File: src/rtl/core/fpab_pkg.sv
package fpab_pkg;

    localparam logic [1:0] FMT_RGB565   = 2'd0;
    localparam logic [1:0] FMT_RGBA5551 = 2'd1;
    localparam logic [1:0] FMT_RGBA4444 = 2'd2;
    localparam logic [1:0] FMT_RGBA8888 = 2'd3;

    localparam logic [7:0] ALPHA_OPAQUE = 8'd255;
    localparam logic [15:0] ROUND_HALF  = 16'd127;

    typedef struct packed {
        logic [7:0] r;
        logic [7:0] g;
        logic [7:0] b;
        logic [7:0] a;
    } fpab_rgba_t;

    typedef struct packed {
        logic mul_en;
        logic div_en;
    } fpab_stage_en_t;

endpackage

File: src/rtl/core/fpab_unpack.sv
module fpab_unpack
    import fpab_pkg::*;
(
    input  logic [1:0]  fmt,
    input  logic [31:0] word,
    output fpab_rgba_t  color
);

    function automatic logic [7:0] widen4(input logic [3:0] v);
        return {v, v};
    endfunction

    function automatic logic [7:0] widen5(input logic [4:0] v);
        return {v, v[4:2]};
    endfunction

    function automatic logic [7:0] widen6(input logic [5:0] v);
        return {v, v[5:4]};
    endfunction

    always_comb
    begin
        case (fmt)
            FMT_RGBA8888:
            begin
                color.r = word[7:0];
                color.g = word[15:8];
                color.b = word[23:16];
                color.a = word[31:24];
            end
            FMT_RGB565:
            begin
                color.r = widen5(word[4:0]);
                color.g = widen6(word[10:5]);
                color.b = widen5(word[15:11]);
                color.a = ALPHA_OPAQUE;
            end
            FMT_RGBA5551:
            begin
                color.r = widen5(word[4:0]);
                color.g = widen5(word[9:5]);
                color.b = widen5(word[14:10]);
                color.a = {8{word[15]}};
            end
            default:
            begin
                color.r = widen4(word[3:0]);
                color.g = widen4(word[7:4]);
                color.b = widen4(word[11:8]);
                color.a = widen4(word[15:12]);
            end
        endcase
    end

endmodule

File: src/rtl/core/fpab_channel_mix.sv
module fpab_channel_mix
    import fpab_pkg::*;
(
    input  logic           clk,
    input  fpab_stage_en_t en,
    input  logic [7:0]     src,
    input  logic [7:0]     dst,
    input  logic [7:0]     alpha,
    output logic [7:0]     mixed
);

    // (src*a + dst*(255-a) + 127) / 255, sum stays below 2^16
    logic [15:0] sum_reg;
    logic [15:0] sum_next;
    logic [7:0]  mixed_reg;
    logic [7:0]  mixed_next;
    logic [7:0]  inv_alpha;
    logic [16:0] div_acc;

    assign inv_alpha = ALPHA_OPAQUE - alpha;
    assign sum_next  = 16'(src * alpha) + 16'(dst * inv_alpha) + ROUND_HALF;

    // exact x/255 for x < 255*256; the sum never exceeds 255*255+127
    assign div_acc    = {1'b0, sum_reg} + {9'd0, sum_reg[15:8]} + 17'd1;
    assign mixed_next = div_acc[15:8];

    always_ff @(posedge clk)
    begin
        if (en.mul_en)
        begin
            sum_reg <= sum_next;
        end
        if (en.div_en)
        begin
            mixed_reg <= mixed_next;
        end
    end

    assign mixed = mixed_reg;

endmodule

File: src/rtl/core/fpab_pack.sv
module fpab_pack
    import fpab_pkg::*;
(
    input  logic [1:0]  fmt,
    input  fpab_rgba_t  color,
    output logic [31:0] word
);

    always_comb
    begin
        case (fmt)
            FMT_RGBA8888:
                word = {color.a, color.b, color.g, color.r};
            FMT_RGB565:
                word = {16'd0, color.b[7:3], color.g[7:2], color.r[7:3]};
            FMT_RGBA5551:
                word = {16'd0, color.a[7], color.b[7:3], color.g[7:3], color.r[7:3]};
            default:
                word = {16'd0, color.a[7:4], color.b[7:4], color.g[7:4], color.r[7:4]};
        endcase
    end

endmodule

File: src/rtl/core/framebuffer_pixel_alpha_blend.sv
// Source-over alpha blender for one framebuffer pixel per clock unless
// stalled. Each pixel transaction carries the destination word, its address
// and an RGBA source color; the blended word leaves with the address, packed
// in the format held in the pixel_mode register. The four register stages
// are unpack, channel multiply-add, divide by 255 and repack; a new pixel can
// enter every cycle, and the input is stalled only when all four stages hold
// pixels and the result is stalled. Pixels with zero source alpha are dropped
// at the entry stage and produce no write. Change pixel_mode only while the
// pipeline is empty.
module framebuffer_pixel_alpha_blend
    import fpab_pkg::*;
#(
    parameter int ADDRESS_BITS = 24
)
(
    input  logic                    clk,
    input  logic                    rst_n,

    input  logic                    cfg_valid,
    output logic                    cfg_ready,
    input  logic [1:0]              cfg_data,

    input  logic                    pixel_valid,
    output logic                    pixel_stall,
    input  logic [ADDRESS_BITS-1:0] pixel_address,
    input  logic [31:0]             dest_pixel,
    input  logic [7:0]              src_red,
    input  logic [7:0]              src_green,
    input  logic [7:0]              src_blue,
    input  logic [7:0]              src_alpha,

    output logic                    write_valid,
    input  logic                    write_stall,
    output logic [ADDRESS_BITS-1:0] write_address,
    output logic [31:0]             new_pixel
);

    logic [1:0] pixel_mode_reg;

    logic v1_reg, v2_reg, v3_reg, v4_reg;
    logic r1, r2, r3, r4;
    logic pixel_accept;

    fpab_rgba_t              dst_next;
    fpab_rgba_t              dst_reg;
    fpab_rgba_t              src_reg;
    logic [ADDRESS_BITS-1:0] addr1_reg, addr2_reg, addr3_reg, addr4_reg;
    fpab_rgba_t              mixed;
    logic [31:0]             packed_next;
    logic [31:0]             pixel_reg;
    fpab_stage_en_t          stage_en;

    assign cfg_ready = 1'b1;

    always_ff @(posedge clk or negedge rst_n)
    begin
        if (!rst_n)
        begin
            pixel_mode_reg <= FMT_RGB565;
        end
        else if (cfg_valid && cfg_ready)
        begin
            pixel_mode_reg <= cfg_data;
        end
    end

    // a stage advances when it is empty or the one ahead moves
    assign r4 = !v4_reg || !write_stall;
    assign r3 = !v3_reg || r4;
    assign r2 = !v2_reg || r3;
    assign r1 = !v1_reg || r2;

    assign pixel_stall  = !r1;
    assign pixel_accept = pixel_valid && r1;

    assign stage_en.mul_en = r2;
    assign stage_en.div_en = r3;

    always_ff @(posedge clk or negedge rst_n)
    begin
        if (!rst_n)
        begin
            v1_reg <= 1'b0;
            v2_reg <= 1'b0;
            v3_reg <= 1'b0;
            v4_reg <= 1'b0;
        end
        else
        begin
            if (r1)
            begin
                v1_reg <= pixel_valid && (src_alpha != 8'd0);
            end
            if (r2)
            begin
                v2_reg <= v1_reg;
            end
            if (r3)
            begin
                v3_reg <= v2_reg;
            end
            if (r4)
            begin
                v4_reg <= v3_reg;
            end
        end
    end

    fpab_unpack u_unpack (
        .fmt   (pixel_mode_reg),
        .word  (dest_pixel),
        .color (dst_next)
    );

    always_ff @(posedge clk)
    begin
        if (r1)
        begin
            dst_reg   <= dst_next;
            src_reg   <= '{r: src_red, g: src_green, b: src_blue, a: src_alpha};
            addr1_reg <= pixel_address;
        end
        if (r2)
        begin
            addr2_reg <= addr1_reg;
        end
        if (r3)
        begin
            addr3_reg <= addr2_reg;
        end
        if (r4)
        begin
            addr4_reg <= addr3_reg;
            pixel_reg <= packed_next;
        end
    end

    fpab_channel_mix u_mix_r (
        .clk   (clk),
        .en    (stage_en),
        .src   (src_reg.r),
        .dst   (dst_reg.r),
        .alpha (src_reg.a),
        .mixed (mixed.r)
    );

    fpab_channel_mix u_mix_g (
        .clk   (clk),
        .en    (stage_en),
        .src   (src_reg.g),
        .dst   (dst_reg.g),
        .alpha (src_reg.a),
        .mixed (mixed.g)
    );

    fpab_channel_mix u_mix_b (
        .clk   (clk),
        .en    (stage_en),
        .src   (src_reg.b),
        .dst   (dst_reg.b),
        .alpha (src_reg.a),
        .mixed (mixed.b)
    );

    // a + da*(255-a)/255 equals the mix with an opaque source
    fpab_channel_mix u_mix_a (
        .clk   (clk),
        .en    (stage_en),
        .src   (ALPHA_OPAQUE),
        .dst   (dst_reg.a),
        .alpha (src_reg.a),
        .mixed (mixed.a)
    );

    fpab_pack u_pack (
        .fmt   (pixel_mode_reg),
        .color (mixed),
        .word  (packed_next)
    );

    assign write_valid   = v4_reg;
    assign write_address = addr4_reg;
    assign new_pixel     = pixel_reg;

    a_transparent_dropped: assert property (
        @(posedge clk) disable iff (!rst_n)
        (pixel_accept && src_alpha == 8'd0) |=> !v1_reg
    ) else $error("transparent pixel entered the pipeline");

    a_visible_taken: assert property (
        @(posedge clk) disable iff (!rst_n)
        (pixel_accept && src_alpha != 8'd0) |=> v1_reg
    ) else $error("accepted pixel lost at entry stage");

    a_full_stalls_input: assert property (
        @(posedge clk) disable iff (!rst_n)
        (v1_reg && v2_reg && v3_reg && v4_reg && write_stall) |-> pixel_stall
    ) else $error("input taken while pipeline full and blocked");

    a_short_format_upper_zero: assert property (
        @(posedge clk) disable iff (!rst_n)
        (write_valid && pixel_mode_reg != FMT_RGBA8888) |-> (new_pixel[31:16] == 16'd0)
    ) else $error("upper half set in a 16-bit format");

endmodule
File: config.mk
export PLATFORM = sky130hd
export DESIGN_NAME = framebuffer_pixel_alpha_blend
export DESIGN_NICKNAME = d
export VERILOG_FILES = /design/src/rtl/core/fpab_pkg.sv /design/src/rtl/core/fpab_unpack.sv /design/src/rtl/core/fpab_channel_mix.sv /design/src/rtl/core/fpab_pack.sv /design/src/rtl/core/framebuffer_pixel_alpha_blend.sv
export SDC_FILE = /design/constraint.sdc
export NUM_CORES = 2
export LEC_CHECK = 0
export CAP_MARGIN = 40
export CORE_AREA = 3 3 232 348
export DETAILED_ROUTE_END_ITERATION = 16
export DIE_AREA = 0 0 235 351
export DONT_BUFFER_PORTS = 1
export GPL_ROUTABILITY_DRIVEN = 0
export GPL_TIMING_DRIVEN = 0
export HOLD_SLACK_MARGIN = 0.06
export SKIP_CTS_REPAIR_TIMING = 1
export SYNTH_ARGS = -nofsm -noshare
export SYNTH_HDL_FRONTEND = slang
export SYNTH_SLANG_ARGS = --single-unit
File: constraint.sdc
create_clock -name clk -period 6.05 [get_ports clk]
set_input_delay 0 -clock clk [delete_from_list [all_inputs] [get_ports clk]]
set_output_delay 0 -clock clk [all_outputs]
set_load 0.02 [all_outputs]
; ---- Yosys cells after proc, flatten, opt, wreduce, memory -nomap -nowiden
; Cells that the tools add are included.
[totals]
register_bits = 294
input_bits = 95
output_inout_bits = 59
elab_cells = 68
[classes]
addsub = 17
mul = 8
eq_ne = 2
mux = 2
reduce_logical = 13
[op_table]
columns = cell, n
row1 = $pmux 32 s3, 2
row2 = $mul 8x8->16, 7
row3 = $add 16x1->16 const B, 4
row4 = $add 16x16->16, 4
row5 = $add 16x7->16 const B, 4
row6 = $add 16x8->16, 4
row7 = $mul 8x8->16 const A, 1
row8 = $reduce_bool 8->1, 1
row9 = $sub 8x8->8 const A, 1
row10 = $logic_not 1->1, 6
row11 = $logic_or 1x1->1, 4
row12 = $eq 2x1->1 const B, 1
row13 = $eq 2x2->1 const B, 1
row14 = $logic_not 2->1, 1
row15 = $logic_and 1x1->1, 1

; ---- Depth between registers and ports, before layout
[logic_depth]
word_depth = 6
depth_mapped = 22
depth_no_buf = 20

; ---- Cells and area by module
; A second synthesis with hierarchy kept.
[hier_totals]
hier_cells = 2540
area_unflattened_um2 = 29104.2
[modules_own_cells]
columns = module, n_inst, cells_per_inst, area_each_um2, seq_area_each_um2
row1 = framebuffer_pixel_alpha_blend, 1, 215, 6023.3, 5915.7
row2 = fpab_channel_mix (u_mix_g), 1, 565, 5537.8, 720.7
row3 = fpab_channel_mix (u_mix_a), 1, 557, 5485.3, 720.7
row4 = fpab_channel_mix (u_mix_b), 1, 549, 5424.0, 720.7
row5 = fpab_channel_mix (u_mix_r), 1, 544, 5397.7, 720.7
row6 = fpab_unpack, 1, 58, 706.9, 0.0
row7 = fpab_pack, 1, 52, 529.3, 0.0

; ---- Worst setup path after synthesis
; No wires, ideal clock.
[synth_path]
kind = flip-flop to flip-flop
start = register src_reg[7] (netlist bit)
end = register u_mix_g.sum_reg[15] (data pin)
setup_ns = 0.260
arrival_time_ns = 5.699
required_ns = 5.790
path_slack_ns = 0.091
path_stages_with_launch = 21
path_buffers = 2
path_cell_list = edfxtp_1 -> clkbuf_1 -> inv_1 -> clkbuf_1 -> nand2_1 -> fa_1 -> fa_1 -> inv_1 -> fa_1 -> fa_1 -> fa_1 -> inv_1 -> fa_1 -> inv_1 -> ha_1 -> and3_1 -> and3_4 -> a2111o_1 -> a31o_2 -> a21oi_2 -> xnor2_1
[synth_via]
elab_chain_cells = 4
elab_cells_between_ends = 5
cone_classes = add/sub (3) / mul (2)
[synth_rtl]
columns = element, line
row1 = from (decl), framebuffer_pixel_alpha_blend.sv:46  ; fpab_rgba_t src_reg;
row2 = from (signal assigned), framebuffer_pixel_alpha_blend.sv:120  ; src_reg <= '{r: src_red, g: src_green, b: src_blue, a: src_alpha};
row3 = $sub 8x8->8, fpab_channel_mix.sv:20  ; assign inv_alpha = ALPHA_OPAQUE - alpha;
row4 = $mul 8x8->16, fpab_channel_mix.sv:21  ; assign sum_next = 16'(src * alpha) + 16'(dst * inv_alpha) + ROUND_HALF;
row5 = $add 16x16->16 *, fpab_channel_mix.sv:21
row6 = $add 16x7->16 *, fpab_channel_mix.sv:21
row7 = net u_mix_g.sum_next[15], fpab_channel_mix.sv:14  ; logic [15:0] sum_next;
row8 = to (signal assigned), fpab_channel_mix.sv:31  ; sum_reg <= sum_next;
row9 = to (decl), fpab_channel_mix.sv:13  ; logic [15:0] sum_reg;
; The timed path passes the listed nets; every way through them passes the cells marked *.
; A chain may end at the register's enable or synchronous reset.

; ---- Final worst setup path
[layout_path]
start = register src_reg[3] (netlist bit)
end = register u_mix_b.sum_reg[13] (data pin)
[layout_via]
elab_chain_cells = 4
elab_cells_between_ends = 5
cone_classes = add/sub (3) / mul (2)
[layout_rtl]
columns = element, line
row1 = $sub 8x8->8, fpab_channel_mix.sv:20
row2 = $mul 8x8->16, fpab_channel_mix.sv:21
row3 = $add 16x16->16 *, fpab_channel_mix.sv:21
row4 = $add 16x7->16 *, fpab_channel_mix.sv:21
row5 = net u_mix_b.sum_next[13], fpab_channel_mix.sv:14
row6 = to (signal assigned), fpab_channel_mix.sv:31
row7 = to (decl), fpab_channel_mix.sv:13
; Marked as above.

==> results.ini <==
[routing]
viasPerCell = 4.92
dr.pass1.iters = 5
vias = 18273
antenna_left = 0
remaining_drc_errors = 0
dr.first_iter.drc_count = 883
wl_per_cell_um = 19.5
finalWirelength_um = 72300

[logic_synthesis]
synth_top_area_share_pct = 30.9
synth_area_um2 = 28000
synth_area_leader_cell = edfxtp_1
synth_seq_area_share_pct = 31.4
synth.distinct_cells = 51
synth_edf_count = 288
synth-async-reset-ratio_pct = 2.04
synth_ff_type = edfxtp_1
synthesis.instances = 2458
ys_seq_elements = 294
syn_area_per_cell_um2 = 11.4
syn_nets = 3206
synthTopCellsByArea = edfxtp_1 (31%), fa_1 (29%), ha_1 (11%)
yosysWarnings = 0

[critical_path]
critPathSlowestCell = fa_1
r2r_cells = 19
crit_path_cell_trace = buf_6 -> buf_2 -> nand2b_1 -> fa_1 -> inv_1 -> ha_1 -> fa_1 -> fa_1 -> fa_1 -> inv_1 -> fa_1 -> inv_1 -> ha_4 -> a2111oi_4 -> o31ai_4 -> a311oi_2 -> o21bai_1 -> a21oi_1 -> xnor2_1
reg2reg_from = src_reg[3]
max_stage_delay_ps = 550
cp_max_fo = 10
r2r_slack_ps = 60
cp_data_required_time_ps = 6380
crit_type = reg2reg
cp-end-kind = register
critical_path.most_common_cell = fa_1
start_kind = register
r2r-end = u_mix_b.sum_reg[13]
worstPathArrival_ps = 6320

[placement]
place_area_um2 = 29400
hpwl_um = 57700
pre_cts_slack_ps = -1080
io_buffer_count = 0

[cells_and_area]
fin_nets = 3422
fillCellCount = 7221
drive_gt1_share_pct = 8.38
fin_area_um2 = 32700
antenna_cells = 0
area_growth_pct = 16.8

[floorplan]
rows = 125
start_util_pct = 36.0
die_y_um = 351
pin_count = 154
dieArea_um2 = 82500
chipWidth_um = 235
core_um2 = 77700

[clock_network]
cts.htree.levels = 1
cts_tree = done
clk_latency_ps = 600
cts_num_sinks = 294
clock-root-buffer = clkbuf_16
path_clk_slew_ps = 70
clock_path_buffers = 3
cts_buffers = 31

[sta]
max_clock_freq_mhz = 167
drv_slew = 0
max_slew.worst_pin.slew_ps = 890
rsz0062_at_grt = yes
tns_ps = 0
post-route-period-util_pct = 99.0
finalHoldViolations = 0
slew_headroom_pct = 40.6
setup_ws_ps = 58.9
skew_ps = 25.5
period_minus_slack_ps = 5990
setup_violations = 0

[min_path]
hold_path_depth = 1
min_path_type = in2reg
worstHoldStart = src_alpha[1]
min_to = src_reg[1]

[run]
cap_violations = 0

[outcome]
outcome = finished clean

[grt]
grt-ovfl-total = 0
grt_pass1_vias = 19397
grt_usage_pct = 17.1
grt_pass1_wl_um = 109000
antenna_found_initial = 0
grt_max_degree = 60

==> synthesized netlist by cell type, types with 7 or more instances <==
library cell and instances:
a21oi_1 58, nand3_1 15, mux2i_1 11, nor2_1 43, nor2b_1 137, buf_2 7, nand2_1 216, xnor2_1 78
mux4_2 25, fa_1 405, o21ai_0 44, clkbuf_1 54, xor2_1 14, nand4_1 11, inv_1 534, and2_1 97
a21o_1 18, edfxtp_1 288, nand2b_1 38, and3_1 25, o21a_1 10, ha_1 248, a211oi_1 11, o211ai_1 7
==> final cells by class <==
cell class | count | area [µm²] | area share, %
multi-input combinational | 1560 | 17200 | 52.5
clock inverter | 24 | 288 | 0.879
tap | 1016 | 1270 | 3.88
inverter | 536 | 2020 | 6.19
sequential | 294 | 8800 | 26.9
timing repair buffer | 185 | 1850 | 5.67
buffer | 66 | 522 | 1.59
clock buffer | 33 | 783 | 2.39
==> per-layer routing <==
layer	up-vias	GRT usage, %	routed length (µm)
li1	8205	-	-
met1	9289	19.5	26800
met2	598	31.6	37600
met3	181	2.95	4200
met4	0	7.43	3670
met5	-	0	0
==> critical path: cells and delay by family, from the launching register on <==
family                   cells  cell delay, ps
adder cells (fa/ha/maj)      7            3120
AND/OR/NAND/NOR              1             210
XOR/XNOR                     1             100
flip-flops                   1             500
buffers and inverters        5             600
AO/OA/AOI/OAI                5            1180
==> cell usage in the layout, fill, tap and decap left out, drive strengths merged, types with 6 or more instances in the layout <==
cell type / Yosys / layout
nand3: 15 / 15
nand2b: 38 / 38
xnor2: 78 / 78
a31oi: 6 / 6
inv: 534 / 539
mux2i: 11 / 11
ha: 248 / 248
nand4: 11 / 11
mux4: 25 / 25
and2: 97 / 97
nor2: 43 / 43
a21oi: 59 / 59
clkinvlp: 0 / 6
buf: 14 / 90
o21a: 10 / 10
xor2: 14 / 14
edfxtp: 288 / 288
and3: 26 / 26
clkinv: 2 / 11
a211oi: 11 / 11
dlygate4sd3: 0 / 143
nor2b: 137 / 137
o21ai: 44 / 44
fa: 405 / 405
dfrtp: 6 / 6
nand2: 216 / 216
clkbuf: 54 / 51
a21o: 18 / 18
o211ai: 7 / 7
==> kinds of logic (layout without fill, tap and decap cells) <==
kind of cell	count (synthesis)	after routing	synth area share [%]
fa+ha+maj	653	653	40.0
flops	294	294	31.4
mux	41	41	2.60
xor+xnor	92	92	2.88
buf+inv	604	844	8.14
compound gates	178	178	4.02
other cells	1	1	0.0134
simple gates	595	595	10.9
==> how the worst max path moves through the flow <==
stage | start | to | cells past startpoint
global placement | src_reg[7] | u_mix_g.sum_reg[15] | 20
floorplan | src_reg[7] | u_mix_g.sum_reg[15] | 20
detailed placement | src_reg[3] | u_mix_g.sum_reg[15] | 18
finish | src_reg[3] | u_mix_b.sum_reg[13] | 19
CTS | src_reg[3] | u_mix_g.sum_reg[15] | 19
global route | src_reg[3] | u_mix_b.sum_reg[12] | 19
==> per-stage QoR <==
stage	cells	hold slack, ps	util, %
floorplan	2458	-296	-
global placement	3474	-295	37.7
detailed placement	3481	-295	37.9
CTS	3538	-958	39.3
global route	3714	40.2	42.1
finish	3714	47.6	42.1
Power is left out: the tool's default activity adds up to more than one toggle a clock period on the data nets, which glitch-free logic cannot reach.
